`config.mk`:
```
export PLATFORM = sky130hd
export DESIGN_NAME = prd_div
export DESIGN_NICKNAME = d
export VERILOG_FILES = /design/src/hw/rtl/prd_pkg.sv /design/src/hw/rtl/prd_div.sv
export SDC_FILE = /design/constraint.sdc
export NUM_CORES = 2
export LEC_CHECK = 0
export ABC_AREA = 1
export BUFFER_PORTS_ARGS = -buffer_cell sky130_fd_sc_hd__buf_2
export CAP_MARGIN = 20
export CORE_UTILIZATION = 35
export CTS_CLUSTER_SIZE = 40
export DETAILED_ROUTE_END_ITERATION = 7
export SYNTH_ARGS = -nofsm -noshare
export SYNTH_HDL_FRONTEND = slang
export SYNTH_SLANG_ARGS = --single-unit
```
`constraint.sdc`:
```
create_clock -name clock -period 4.9 [get_ports clock]
set_clock_uncertainty 0.1 [all_clocks]
set_input_delay 0.49 -clock clock [delete_from_list [all_inputs] [get_ports clock]]
set_output_delay 0.49 -clock clock [all_outputs]
set_load 0.05 [all_outputs]
```
`src/hw/rtl/prd_pkg.sv`:
```
package prd_pkg;

   // Fixed field widths
   localparam int FOV_W      = 17;
   localparam int DIM_W      = 13;
   localparam int QUAT_W     = 16;
   localparam int DIR_W      = 16;
   localparam int CSR_ADDR_W = 3;
   localparam int CSR_DATA_W = 17;

   // Parameter defaults
   localparam int COORD_BITS_DEF = 12;
   localparam int FRAC_BITS_DEF  = 14;

   // Register reset values
   localparam logic [FOV_W-1:0]         FOV_RESET    = 17'd25736;
   localparam logic [DIM_W-1:0]         WIDTH_RESET  = 13'd640;
   localparam logic [DIM_W-1:0]         HEIGHT_RESET = 13'd480;
   localparam logic signed [QUAT_W-1:0] QW_RESET     = 16'sd16384;
   localparam logic signed [QUAT_W-1:0] QV_RESET     = 16'sd0;

   // Angle constants in Q30
   localparam longint PI_Q30      = 64'sd3373259426;
   localparam longint HALF_PI_Q30 = 64'sd1686629713;
   localparam longint GAIN_Q30    = 64'sd652032874;

   typedef enum logic [CSR_ADDR_W-1:0] {
      CSR_FOV    = 3'd0,
      CSR_WIDTH  = 3'd1,
      CSR_HEIGHT = 3'd2,
      CSR_QW     = 3'd3,
      CSR_QX     = 3'd4,
      CSR_QY     = 3'd5,
      CSR_QZ     = 3'd6
   } csr_index_type;

   typedef struct packed {
      logic signed [DIR_W-1:0] x;
      logic signed [DIR_W-1:0] y;
      logic signed [DIR_W-1:0] z;
   } dir_type;

   // Round a Q30 constant to f fraction bits, half up
   function automatic longint from_q30(input longint v, input int f);
      int s;
      s = 30 - f;
      if (s == 0) begin
         return v;
      end
      return (v + (longint'(1) << (s - 1))) >>> s;
   endfunction

   // atan(2^-i) in Q30
   function automatic longint atan_q30(input int i);
      case (i)
         0: return 64'sd843314857;
         1: return 64'sd497837829;
         2: return 64'sd263043837;
         3: return 64'sd133525159;
         4: return 64'sd67021688;
         5: return 64'sd33543516;
         6: return 64'sd16775851;
         7: return 64'sd8388437;
         8: return 64'sd4194283;
         9: return 64'sd2097149;
         default: return longint'(1) << (30 - i);
      endcase
   endfunction

endpackage

```
`src/hw/rtl/prd_div.sv`:
```
module prd_div
   import prd_pkg::*;
#(
   parameter int NUM_W = 32,
   parameter int DEN_W = 15
)(
   input  logic             clock,
   input  logic             reset,
   input  logic             en,
   input  logic             in_valid,
   input  logic [NUM_W-1:0] in_num,
   input  logic [DEN_W-1:0] in_den,
   input  logic             in_neg,
   output logic             out_valid,
   output logic [NUM_W-1:0] out_quot,
   output logic             out_neg
);

   // One quotient bit per stage, MSB first; acc shifts numerator out, quotient in
   logic [DEN_W-1:0] rem_ff [NUM_W];
   logic [NUM_W-1:0] acc_ff [NUM_W];
   logic             neg_ff [NUM_W];
   logic             vld_ff [NUM_W];

   for (genvar k = 0; k < NUM_W; k++) begin : g_stage
      logic [DEN_W-1:0] rem_prev;
      logic [NUM_W-1:0] acc_prev;
      logic             neg_prev;
      logic             vld_prev;
      logic [DEN_W:0]   trial;
      logic             ge;
      logic [DEN_W-1:0] rem_in;
      logic [NUM_W-1:0] acc_in;

      if (k == 0) begin : g_first
         assign rem_prev = '0;
         assign acc_prev = in_num;
         assign neg_prev = in_neg;
         assign vld_prev = in_valid;
      end else begin : g_next
         assign rem_prev = rem_ff[k-1];
         assign acc_prev = acc_ff[k-1];
         assign neg_prev = neg_ff[k-1];
         assign vld_prev = vld_ff[k-1];
      end

      always_comb begin
         trial  = {rem_prev, acc_prev[NUM_W-1]};
         ge     = (trial >= {1'b0, in_den});
         rem_in = ge ? DEN_W'(trial - {1'b0, in_den}) : trial[DEN_W-1:0];
         acc_in = {acc_prev[NUM_W-2:0], ge};
      end

      always_ff @(posedge clock) begin
         if (reset) begin
            vld_ff[k] <= 1'b0;
         end else if (en) begin
            vld_ff[k] <= vld_prev;
         end
      end

      always_ff @(posedge clock) begin
         if (en) begin
            rem_ff[k] <= rem_in;
            acc_ff[k] <= acc_in;
            neg_ff[k] <= neg_prev;
         end
      end
   end

   assign out_valid = vld_ff[NUM_W-1];
   assign out_quot  = acc_ff[NUM_W-1];
   assign out_neg   = neg_ff[NUM_W-1];

endmodule

```
==> run_results.csv <==
group,metric,value,unit
run_status,status,"completed",
sta,finalSetupViolCount,0,
min_path,hold_path.startpoint,"en",
cts,clk_latency,830,ps
synthesis,syn_nets,9178,
die,num_rows,176,
synthesis,synth_top_area_cell,"edfxtp_1",
die,die_area,235000,µm²
global_routing,overflow,0,
die,die_w,485,µm
layout,final_nets,9471,
global_routing,antenna_found_initial,4,
cts,cts.sinks,1553,
synthesis,netlist_instances,8629,
place,gp_congestion,0.907,
detailed_routing,drc,0,
cts,cts_max_level,4,
min_path,holdPathEnd,"acc_ff[9][4]",
critical_path,required,5350,ps
global_routing,grt_pass1_wl,290000,µm
synthesis,ys_warn_count,0,
cts,cts.clk_slew.worst_paths,60,ps
power,power,54.1,mW
sta,finalMaxSlewViolations,0,
detailed_routing,vias,56400,
power,leakage,42.0,nW
critical_path,r2r-start,"acc_ff[22][31]",
synthesis,yosys-top-cells-area,"edfxtp_1, nand2_1, ha_1, inv_1, nand3_1",
critical_path,cp.arrival,3350,ps
sta,tns,0,ps
synthesis,ys_types,33,
cts,cts.repair.resized,0,
sta,grt_setup_unrepaired,"no",
layout,area_growth,12.8,%
die,start_util,0.353,
critical_path,r2r_cells,13,
critical_path,crit_fanout,25,
detailed_routing,vias_per_cell,4.66,
critical_path,r2r_end,"rem_ff[23][7]",
critical_path,setup.worst_path.start_class,"input pin",
cts,ctsHoldBuffers,35,
min_path,hold_path_depth,1,
detailed_routing,avgRoutedWirePerCell,15.1,µm
layout,drive_gt1_frac,0.0631,
detailed_routing,drt_iter0_drc,4174,
run,drv_cap,0,
synthesis,netlist_area,81500,µm²
synthesis,synth_top_area_share,0.572,
global_routing,grt_max_degree,156,
cts,cts.path.max_buffers,3,
synthesis,ys_seq_elements,1553,
min_path,hp-class,"input pin to flip-flop",
die,coreArea,231000,µm²
die,ios,86,
sta,max_slew.worst_pin.slew,967,ps
power,ir_drop,334,µV
cts,cts_tree,"built",
sta,fin_crit,2900,ps
layout,antenna_cells,0,
place,hpwlAfterDp,127000,µm
sta,relSlewSlack,0.354,
sta,max_freq,345,MHz
critical_path,reg2reg_slack,2210,ps
global_routing,grtUsageTotal,0.155,
cts,clockRootBuffer,"clkbuf_16",
cts,cts_made_buffers,175,
power,powerDensity,589,nW/µm²
critical_path,critPathKind,"input pin to flip-flop",
global_routing,grt_pass1_vias,54400,
synthesis,avgSynthCellArea,9.45,µm²
sta,fin_crit_sh,0.592,
place,port_buffers,85,
critical_path,cp-end-kind,"flip-flop",
die,die_h,485,µm
detailed_routing,ant_nets,0,
detailed_routing,wl,183000,µm
synthesis,seq_area_frac_synth,0.572,
detailed_routing,dr.pass1.iters,6,
sta,hold_violations,0,
cts,post-cts-setup-buffers,0,
[registers in the layout (all words and copies together) (netlist names)]
register and cells:
acc_ff 1024, rem_ff 465, vld_ff 32, neg_ff 32
[layer usage]
metal / GRT usage / part of all wire
met5: 0 / 0
met4: 0.0562 / 0.034
met3: 0.0246 / 0.047
met2: 0.255 / 0.46
met1: 0.205 / 0.46
[cells by family after synthesis]
logic type,after synthesis,share of synthesized area
AO/OA/AOI/OAI,309,0.0200
XOR/XNOR,159,0.0171
adder cells (fa/ha/maj),497,0.0790
buffers and inverters,1451,0.0702
flip-flops,1553,0.572
AND/OR/NAND/NOR,4660,0.242
[layout by cell type, fill, tap and decap left out, types with 24 or more instances in the layout]
cell type	netlist	final
clkbuf_16	0	175
buf_4	39	35
inv_2	23	24
fa_1	30	30
and2_1	90	90
ha_1	467	467
nor2_1	533	533
clkinv_2	0	32
clkbuf_1	4	32
xor2_1	145	145
nand3b_1	60	60
edfxtp_1	1553	1553
inv_1	1364	1361
o21ai_0	98	98
or2_2	37	37
o21ai_1	37	37
nand3_2	37	37
nand2_2	37	37
nand2_1	3122	3122
a21oi_1	166	166
buf_2	7	84
dlygate4sd3_1	0	35
nand3_1	545	545
nand4_1	145	145
clkinv_1	0	36
buf_12	0	25
[critical path: stages]
cell,delay (ps)
buf_2,110
clkinv_1,40
buf_4,520
buf_4,450
ha_1,350
nand2_1,180
inv_1,60
nand2_1,60
nand2_1,100
a21oi_4,310
nand3_4,360
nand2_1,180
o21ai_1,90
[worst max path at each step]
stage | from | endpoint | slack (ps) | cells past startpoint
2_1_floorplan | in_den[3] | rem_ff[15][13] | 2140 | 10
3_3_place_gp | in_den[14] | rem_ff[19][4] | 1120 | 9
3_5_place_dp | in_den[11] | rem_ff[7][3] | 1140 | 12
4_1_cts | in_den[11] | rem_ff[4][7] | 2060 | 13
5_1_grt | in_den[11] | rem_ff[27][2] | 1810 | 13
6_report | in_den[10] | rem_ff[19][8] | 2000 | 13
[area by class of cell]
cell class                 count  area, µm²
clock inverter               115       1110
fill                       22700     139000
multi-input combinational   5625      29200
tap                         3026       3790
timing repair buffer         180       1560
clock buffer                 207       4500
sequential                  1553      46600
inverter                    1387       5210
[where the power goes]
part / total [mW] / internal, mW / switching [mW]
logic: 21.3 / 7.38 / 13.9
clock network: 12.7 / 7.04 / 5.62
registers: 20.2 / 18.5 / 1.68
[synth_stat cells]
master    count
a21oi_1     166
a21oi_4       7
and2_1       90
buf_2         7
buf_4        39
buf_6        10
buf_8         4
clkbuf_1      4
edfxtp_1   1553
fa_1         30
ha_1        467
inv_1      1364
inv_2        23
nand2_1    3122
nand2_2      37
nand3_1     545
nand3_2      37
nand3_4       6
nand3b_1     60
nand4_1     145
nand4_2       7
nor2_1      533
nor2_2        9
nor3_1        8
nor3_4        7
o21a_1        1
o21ai_0      98
o21ai_1      37
or2_0        10
or2_1         7
or2_2        37
xnor2_1      14
xor2_1      145
[metrics by stage]
stage	hold slack (ps)	area [µm²]	instances	util	setup slack [ps]
after floorplan	300	81500	8629	-	2140
after global placement	300	86000	11700	0.373	1120
after detailed placement	305	86000	11700	0.373	1140
after CTS	6.04	92000	12100	0.399	2060
after global routing	38.7	92000	12100	0.399	1810
final	77.7	92000	12100	0.399	2000
(Power assumes the default switching activity.)
