`src/hw/rtl/prd_pkg.sv`:
```
package prd_pkg;

   // Fixed field widths
   localparam int FOV_W      = 17;
   localparam int DIM_W      = 13;
   localparam int QUAT_W     = 16;
   localparam int DIR_W      = 16;
   localparam int CSR_ADDR_W = 3;
   localparam int CSR_DATA_W = 17;

   // Parameter defaults
   localparam int COORD_BITS_DEF = 12;
   localparam int FRAC_BITS_DEF  = 14;

   // Register reset values
   localparam logic [FOV_W-1:0]         FOV_RESET    = 17'd25736;
   localparam logic [DIM_W-1:0]         WIDTH_RESET  = 13'd640;
   localparam logic [DIM_W-1:0]         HEIGHT_RESET = 13'd480;
   localparam logic signed [QUAT_W-1:0] QW_RESET     = 16'sd16384;
   localparam logic signed [QUAT_W-1:0] QV_RESET     = 16'sd0;

   // Angle constants in Q30
   localparam longint PI_Q30      = 64'sd3373259426;
   localparam longint HALF_PI_Q30 = 64'sd1686629713;
   localparam longint GAIN_Q30    = 64'sd652032874;

   typedef enum logic [CSR_ADDR_W-1:0] {
      CSR_FOV    = 3'd0,
      CSR_WIDTH  = 3'd1,
      CSR_HEIGHT = 3'd2,
      CSR_QW     = 3'd3,
      CSR_QX     = 3'd4,
      CSR_QY     = 3'd5,
      CSR_QZ     = 3'd6
   } csr_index_type;

   typedef struct packed {
      logic signed [DIR_W-1:0] x;
      logic signed [DIR_W-1:0] y;
      logic signed [DIR_W-1:0] z;
   } dir_type;

   // Round a Q30 constant to f fraction bits, half up
   function automatic longint from_q30(input longint v, input int f);
      int s;
      s = 30 - f;
      if (s == 0) begin
         return v;
      end
      return (v + (longint'(1) << (s - 1))) >>> s;
   endfunction

   // atan(2^-i) in Q30
   function automatic longint atan_q30(input int i);
      case (i)
         0: return 64'sd843314857;
         1: return 64'sd497837829;
         2: return 64'sd263043837;
         3: return 64'sd133525159;
         4: return 64'sd67021688;
         5: return 64'sd33543516;
         6: return 64'sd16775851;
         7: return 64'sd8388437;
         8: return 64'sd4194283;
         9: return 64'sd2097149;
         default: return longint'(1) << (30 - i);
      endcase
   endfunction

endpackage

```
`src/hw/rtl/prd_sincos.sv`:
```
module prd_sincos
   import prd_pkg::*;
#(
   parameter int ANG_W     = 36,
   parameter int FRAC_BITS = FRAC_BITS_DEF
)(
   input  logic                    clock,
   input  logic                    reset,
   input  logic                    en,
   input  logic                    in_valid,
   input  logic signed [ANG_W-1:0] in_angle,
   output logic                    out_valid,
   output logic signed [FRAC_BITS+3:0] out_sin,
   output logic signed [FRAC_BITS+3:0] out_cos
);

   localparam int C_W   = FRAC_BITS + 4;
   localparam int RC_W  = ANG_W - FRAC_BITS - 2;
   localparam int PR_W  = ANG_W + RC_W;
   localparam longint TP_L = 2 * from_q30(PI_Q30, FRAC_BITS);
   localparam logic [RC_W-1:0]  RECIP = RC_W'((longint'(1) << ANG_W) / TP_L);
   localparam logic [ANG_W-1:0] TP_A  = ANG_W'(TP_L);
   localparam logic signed [C_W-1:0] TP_C   = C_W'(2 * from_q30(PI_Q30, FRAC_BITS));
   localparam logic signed [C_W-1:0] PI_C   = C_W'(from_q30(PI_Q30, FRAC_BITS));
   localparam logic signed [C_W-1:0] HALF_C = C_W'(from_q30(HALF_PI_Q30, FRAC_BITS));
   localparam logic signed [C_W-1:0] GAIN_C = C_W'(from_q30(GAIN_Q30, FRAC_BITS));

   // Magnitude stage
   logic [ANG_W-1:0] mag_ff;
   logic             mag_neg_ff;
   logic             mag_vld_ff;

   always_ff @(posedge clock) begin
      if (reset) begin
         mag_vld_ff <= 1'b0;
      end else if (en) begin
         mag_vld_ff <= in_valid;
      end
   end

   always_ff @(posedge clock) begin
      if (en) begin
         mag_ff     <= in_angle[ANG_W-1] ? ANG_W'(-in_angle) : ANG_W'(in_angle);
         mag_neg_ff <= in_angle[ANG_W-1];
      end
   end

   // Magnitude mod 2*pi: estimate the turn count by reciprocal multiply
   // (never over, at most one short), subtract the turns, then fix up once
   logic [PR_W-1:0]  est_ff;
   logic [ANG_W-1:0] est_mag_ff;
   logic             est_neg_ff;
   logic             est_vld_ff;

   always_ff @(posedge clock) begin
      if (reset) begin
         est_vld_ff <= 1'b0;
      end else if (en) begin
         est_vld_ff <= mag_vld_ff;
      end
   end

   always_ff @(posedge clock) begin
      if (en) begin
         est_ff     <= PR_W'(mag_ff) * PR_W'(RECIP);
         est_mag_ff <= mag_ff;
         est_neg_ff <= mag_neg_ff;
      end
   end

   logic [RC_W-1:0]  turns;
   logic [ANG_W-1:0] sub_ff;
   logic [ANG_W-1:0] sub_mag_ff;
   logic             sub_neg_ff;
   logic             sub_vld_ff;

   assign turns = est_ff[PR_W-1:ANG_W];

   always_ff @(posedge clock) begin
      if (reset) begin
         sub_vld_ff <= 1'b0;
      end else if (en) begin
         sub_vld_ff <= est_vld_ff;
      end
   end

   always_ff @(posedge clock) begin
      if (en) begin
         sub_ff     <= ANG_W'(turns) * TP_A;
         sub_mag_ff <= est_mag_ff;
         sub_neg_ff <= est_neg_ff;
      end
   end

   logic [ANG_W-1:0] left;
   logic [ANG_W-1:0] red_in;
   logic [ANG_W-1:0] red_ff;
   logic             red_neg_ff;
   logic             red_vld_ff;

   always_comb begin
      left   = sub_mag_ff - sub_ff;
      red_in = (left >= TP_A) ? left - TP_A : left;
   end

   always_ff @(posedge clock) begin
      if (reset) begin
         red_vld_ff <= 1'b0;
      end else if (en) begin
         red_vld_ff <= sub_vld_ff;
      end
   end

   always_ff @(posedge clock) begin
      if (en) begin
         red_ff     <= red_in;
         red_neg_ff <= sub_neg_ff;
      end
   end

   // Restore sign, wrap into [-pi, pi)
   logic signed [C_W-1:0] mr;
   logic signed [C_W-1:0] wr;
   logic signed [C_W-1:0] wrap_in;
   logic signed [C_W-1:0] wrap_ff;
   logic                  wrap_vld_ff;

   always_comb begin
      mr      = signed'(C_W'(red_ff));
      wr      = (red_neg_ff && (mr != '0)) ? TP_C - mr : mr;
      wrap_in = (wr >= PI_C) ? wr - TP_C : wr;
   end

   always_ff @(posedge clock) begin
      if (reset) begin
         wrap_vld_ff <= 1'b0;
      end else if (en) begin
         wrap_vld_ff <= red_vld_ff;
      end
   end

   always_ff @(posedge clock) begin
      if (en) begin
         wrap_ff <= wrap_in;
      end
   end

   // Reflect into [-pi/2, pi/2]
   logic signed [C_W-1:0] fold_in;
   logic                  fneg_in;
   logic signed [C_W-1:0] fold_ff;
   logic                  fneg_ff;
   logic                  fold_vld_ff;

   always_comb begin
      fold_in = wrap_ff;
      fneg_in = 1'b0;
      if (wrap_ff > HALF_C) begin
         fold_in = PI_C - wrap_ff;
         fneg_in = 1'b1;
      end else if (wrap_ff < -HALF_C) begin
         fold_in = -PI_C - wrap_ff;
         fneg_in = 1'b1;
      end
   end

   always_ff @(posedge clock) begin
      if (reset) begin
         fold_vld_ff <= 1'b0;
      end else if (en) begin
         fold_vld_ff <= wrap_vld_ff;
      end
   end

   always_ff @(posedge clock) begin
      if (en) begin
         fold_ff <= fold_in;
         fneg_ff <= fneg_in;
      end
   end

   // CORDIC rotation, one micro-rotation per stage
   logic signed [C_W-1:0] x_ff   [FRAC_BITS];
   logic signed [C_W-1:0] y_ff   [FRAC_BITS];
   logic signed [C_W-1:0] z_ff   [FRAC_BITS];
   logic                  cn_ff  [FRAC_BITS];
   logic                  cv_ff  [FRAC_BITS];

   for (genvar i = 0; i < FRAC_BITS; i++) begin : g_cordic
      localparam logic signed [C_W-1:0] ATAN_C = C_W'(from_q30(atan_q30(i), FRAC_BITS));
      logic signed [C_W-1:0] x_prev;
      logic signed [C_W-1:0] y_prev;
      logic signed [C_W-1:0] z_prev;
      logic                  n_prev;
      logic                  v_prev;
      logic signed [C_W-1:0] dx;
      logic signed [C_W-1:0] dy;
      logic signed [C_W-1:0] x_in;
      logic signed [C_W-1:0] y_in;
      logic signed [C_W-1:0] z_in;

      if (i == 0) begin : g_first
         assign x_prev = GAIN_C;
         assign y_prev = '0;
         assign z_prev = fold_ff;
         assign n_prev = fneg_ff;
         assign v_prev = fold_vld_ff;
      end else begin : g_next
         assign x_prev = x_ff[i-1];
         assign y_prev = y_ff[i-1];
         assign z_prev = z_ff[i-1];
         assign n_prev = cn_ff[i-1];
         assign v_prev = cv_ff[i-1];
      end

      always_comb begin
         dx = y_prev >>> i;
         dy = x_prev >>> i;
         if (!z_prev[C_W-1]) begin
            x_in = x_prev - dx;
            y_in = y_prev + dy;
            z_in = z_prev - ATAN_C;
         end else begin
            x_in = x_prev + dx;
            y_in = y_prev - dy;
            z_in = z_prev + ATAN_C;
         end
      end

      always_ff @(posedge clock) begin
         if (reset) begin
            cv_ff[i] <= 1'b0;
         end else if (en) begin
            cv_ff[i] <= v_prev;
         end
      end

      always_ff @(posedge clock) begin
         if (en) begin
            x_ff[i]  <= x_in;
            y_ff[i]  <= y_in;
            z_ff[i]  <= z_in;
            cn_ff[i] <= n_prev;
         end
      end
   end

   // Apply cosine sign
   logic signed [C_W-1:0] sin_ff;
   logic signed [C_W-1:0] cos_ff;
   logic                  out_vld_ff;

   always_ff @(posedge clock) begin
      if (reset) begin
         out_vld_ff <= 1'b0;
      end else if (en) begin
         out_vld_ff <= cv_ff[FRAC_BITS-1];
      end
   end

   always_ff @(posedge clock) begin
      if (en) begin
         sin_ff <= y_ff[FRAC_BITS-1];
         cos_ff <= cn_ff[FRAC_BITS-1] ? -x_ff[FRAC_BITS-1] : x_ff[FRAC_BITS-1];
      end
   end

   assign out_valid = out_vld_ff;
   assign out_sin   = sin_ff;
   assign out_cos   = cos_ff;

endmodule
```
`config.mk`:
```
export PLATFORM = sky130hd
export DESIGN_NAME = prd_sincos
export DESIGN_NICKNAME = d
export VERILOG_FILES = /design/src/hw/rtl/prd_pkg.sv /design/src/hw/rtl/prd_sincos.sv
export SDC_FILE = /design/constraint.sdc
export NUM_CORES = 2
export LEC_CHECK = 0
export ABC_AREA = 0
export BUFFER_PORTS_ARGS = -buffer_cell sky130_fd_sc_hd__buf_2
export CAP_MARGIN = 20
export CORE_MARGIN = 2
export CORE_UTILIZATION = 43
export DETAILED_ROUTE_END_ITERATION = 8
export PLACE_DENSITY = 0.57
export SYNTH_ARGS = -nofsm -noshare
export SYNTH_HDL_FRONTEND = slang
export SYNTH_SLANG_ARGS = --single-unit
```
`constraint.sdc`:
```
create_clock -name clock -period 19.67 [get_ports clock]
set_input_delay 1.967 -clock clock [delete_from_list [all_inputs] [get_ports clock]]
set_output_delay 1.967 -clock clock [all_outputs]
set_load 0.1 [all_outputs]
```
==> flow_metrics.py <==
metrics = {
    "place": {
        "gp_congestion": 0.890,
        "portBuffers": 76,
        "dpl.hpwl_um": 137000,
    },
    "detailed_routing": {
        "wl_per_cell_um": 17.3,
        "drt_iter0_drc": 2767,
        "drt-total-wl_um": 169000,
        "ant_nets": 0,
        "vias": 51004,
        "drtPass1Iterations": 5,
        "drc": 0,
        "avgViaCountPerCell": 5.22,
    },
    "critical_path": {
        "r2r_end": "est_ff[55]$_DFFE_PP_",
        "worst_setup_path_end_kind": "register",
        "reg2reg_from": "mag_ff[14]$_DFFE_PP_",
        "cp_slowest_cell": "o311ai_0",
        "startpoint": "mag_ff[14]$_DFFE_PP_",
        "worst-r2r-setup-slack_ns": 12.56,
        "cp_data_arrival_time_ns": 7.57,
        "path_max_fanout": 5,
        "critical_path.endpoint": "est_ff[55]$_DFFE_PP_",
        "crit_top_cell": "fa_1",
        "cpPeakStageDelay_ns": 0.80,
        "path_cells": "inv_1 -> fa_1 -> fa_1 -> inv_1 -> fa_1 -> fa_1 -> fa_1 -> inv_1 -> fa_1 -> inv_1 -> ha_1 -> nand3_1 -> nor3_1 -> o31ai_1 -> a21oi_1 -> nor4_1 -> o21ai_0 -> nand2_1 -> o311ai_0 -> o31a_1 -> o311ai_0",
        "criticalPathCategory": "reg2reg",
        "reg2reg_depth": 21,
        "cp-start-kind": "register",
        "required_ns": 20.13,
    },
    "timing": {
        "fin_crit_sh_pct": 36.1,
        "rsz0062_at_grt": "no",
        "finClkSkew_ns": 0.0239,
        "maxSlewHeadroom_pct": 30.9,
        "tns_ns": 0,
        "clock.fmax_ghz": 0.141,
        "hold_violations": 0,
        "slew_viol_final": 0,
        "setup_viol": 0,
        "min_period_ns": 7.11,
        "worstMarginPinSlew_ns": 1.03,
    },
    "logic_synthesis": {
        "muxShareOfSynthArea_pct": 0.765,
        "synthArstFlopShare_pct": 0,
        "synth_compound_area_share_pct": 12.5,
        "syn_inst": 7207,
        "synth_top_family_by_area": "adder cells",
        "synth-adder-area-share_pct": 25.3,
        "syn_area_mm2": 0.0763,
        "synth.distinct_cells": 81,
        "synthFlopType": "edfxtp_1",
        "syn_area_per_cell_um2": 10.6,
        "ys_seq_area_share_pct": 37.4,
        "synth-simple-area-share_pct": 9.43,
        "yosys_warnings": 0,
        "synth_edf_count": 947,
        "synth_xor_area_share_pct": 9.42,
        "synth_seq_cells": 954,
    },
    "finish": {
        "multi_input_area_mm2": 0.0438,
        "layout-drive-gt1-share_pct": 4.63,
        "nets": 8702,
        "ff_latch_area_mm2": 0.0286,
        "layout_common_cells": "963 x inv_1, 951 x ha_1, 947 x edfxtp_1",
        "final_common_cell": "inv_1",
        "area_delta_synth_final_pct": 9.01,
        "n_fill_cell": 16229,
    },
    "run": {
        "maxCapViolCount": 0,
    },
    "die": {
        "die_h_um": 425,
        "coreArea_mm2": 0.176,
        "die_area_mm2": 0.181,
        "start_util_pct": 43.3,
        "rows": 154,
        "die_x_um": 425,
        "io_pins": 77,
    },
    "clock_tree": {
        "ctsResizeCount": 0,
        "cts_buffers": 113,
        "path_clk_slew_ns": 0.06,
        "htreeDepth": 3,
        "clockRootBuffer": "clkbuf_16",
        "worstSkewPairLatency_ns": 0.75,
        "clock_sinks": 954,
        "cts_setup_buffers": 0,
        "cts_hold_buffers": 0,
        "cts_tree": "built",
        "cts.path.max_buffers": 3,
    },
    "global_routing": {
        "grt_max_degree": 158,
        "grt_pass1_vias": 50767,
        "antenna_found_initial": 6,
        "track_usage_pct": 18.8,
        "grt_first_pass_wirelength_um": 272000,
        "overflow": 0,
    },
    "outcome": {
        "status": "complete, no violations",
    },
    "hold_path": {
        "hold_class": "reg2reg",
    },
}
==> synthesized netlist by cell type (20+ instances only) <==
cell	instances	area (um^2)
o41ai_1	58	508
nor3_1	205	1030
or4_1	21	158
fa_1	369	7390
a21oi_1	457	2290
nand2_1	210	788
or3_1	54	338
xor2_1	227	1990
and3_1	44	275
edfxtp_1	947	28400
a211oi_1	52	390
a21boi_0	34	255
inv_1	963	3610
nor2b_1	78	488
nor4_1	27	169
a21o_1	136	1020
nand4_1	20	125
nand2b_1	44	275
xnor2_1	594	5200
mux2i_1	37	370
o211ai_1	31	233
ha_1	951	11900
clkbuf_1	79	297
o21bai_1	145	1090
o31ai_1	29	218
o21ai_0	294	1470
o21a_1	58	435
nor2_1	589	2210
a31oi_1	39	244
nand3_1	116	581
and2_1	45	282
==> sequential cells by signal (all words and copies together), names as in the netlist, 14 cells and up <==
register and flops:
fold_ff 18, y_ff 233, est_mag_ff 36, z_ff 201
cv_ff 14, out_cos 18, out_sin 18, mag_ff 36
cn_ff 14, red_ff 18, sub_ff 31, est_ff 20
x_ff 231, wrap_ff 18, sub_mag_ff 36
==> how the worst min path moves through the flow <==
stage               slack (ns)                     to                    start  depth (start not counted)
finish                    0.41    red_ff[2]$_DFFE_PP_  sub_mag_ff[2]$_DFFE_PP_                          0
global route              0.42  out_sin[17]$_DFFE_PP_   y_ff[13][17]$_DFFE_PP_                          0
CTS                       0.42    red_ff[2]$_DFFE_PP_  sub_mag_ff[2]$_DFFE_PP_                          0
detailed placement        0.40    red_ff[2]$_DFFE_PP_  sub_mag_ff[2]$_DFFE_PP_                          0
global placement          0.40  cn_ff[0][2]$_DFFE_PP_    cn_ff[0][1]$_DFFE_PP_                          0
floorplan                 0.40  cn_ff[0][0]$_DFFE_PP_    fneg_ff$_SDFFCE_PP1P_                          0
==> layer usage <==
| layer | up-vias | GRT usage (%) | wire length [um] |
|---|---|---|---|
| li1 | 25694 | - | - |
| met1 | 24339 | 26.1 | 80200 |
| met2 | 756 | 30.6 | 78000 |
| met3 | 215 | 2.62 | 6240 |
| met4 | 0 | 5.17 | 4730 |
| met5 | - | 0 | 0 |
==> worst max-delay path, delay by kind of cell (launching register included) <==
kind                       cells  cell delay [ns]
DFF                            1             0.46
AOI/OAI and AO/OA              6             1.78
and+or+nand+nor                4             0.73
buffers and inverters          4             0.44
adders and majority gates      7             3.39
==> cells by family (layout without fill, tap and decap cells) <==
family,count (synthesis),count (layout)
AOI/OAI and AO/OA,1486,1486
xor gates and xnor gates,821,821
buffers and inverters,1053,1278
DFF,954,954
other,2,6
muxes,56,56
and+or+nand+nor,1515,1515
adders and majority gates,1320,1320
==> area by class of cell <==
type | count | share of cell area (%)
Antenna cell | 1 | 0.00301
Sequential cell | 954 | 34.3
Multi-Input combinational cell | 5203 | 52.7
Clock buffer | 125 | 3.50
Tap cell | 2340 | 3.52
Clock inverter | 83 | 0.896
Inverter | 968 | 4.37
Timing Repair Buffer | 102 | 0.719
==> stage by stage <==
step / setup WS, ns / cells / utilization, % / hold slack [ns] / area, um^2
after global placement: 12.67 / 9567 / 45.1 / 0.402 / 79600
final: 12.56 / 9776 / 47.2 / 0.408 / 83200
after global routing: 12.13 / 9776 / 47.2 / 0.418 / 83200
after floorplan: 13.48 / 7210 / - / 0.400 / 76400
after CTS: 12.60 / 9775 / 47.2 / 0.415 / 83200
after detailed placement: 12.62 / 9567 / 45.1 / 0.405 / 79600
Power is not shown: default switching activity piles up to over one toggle a cycle in this logic, so the estimate is an artifact.
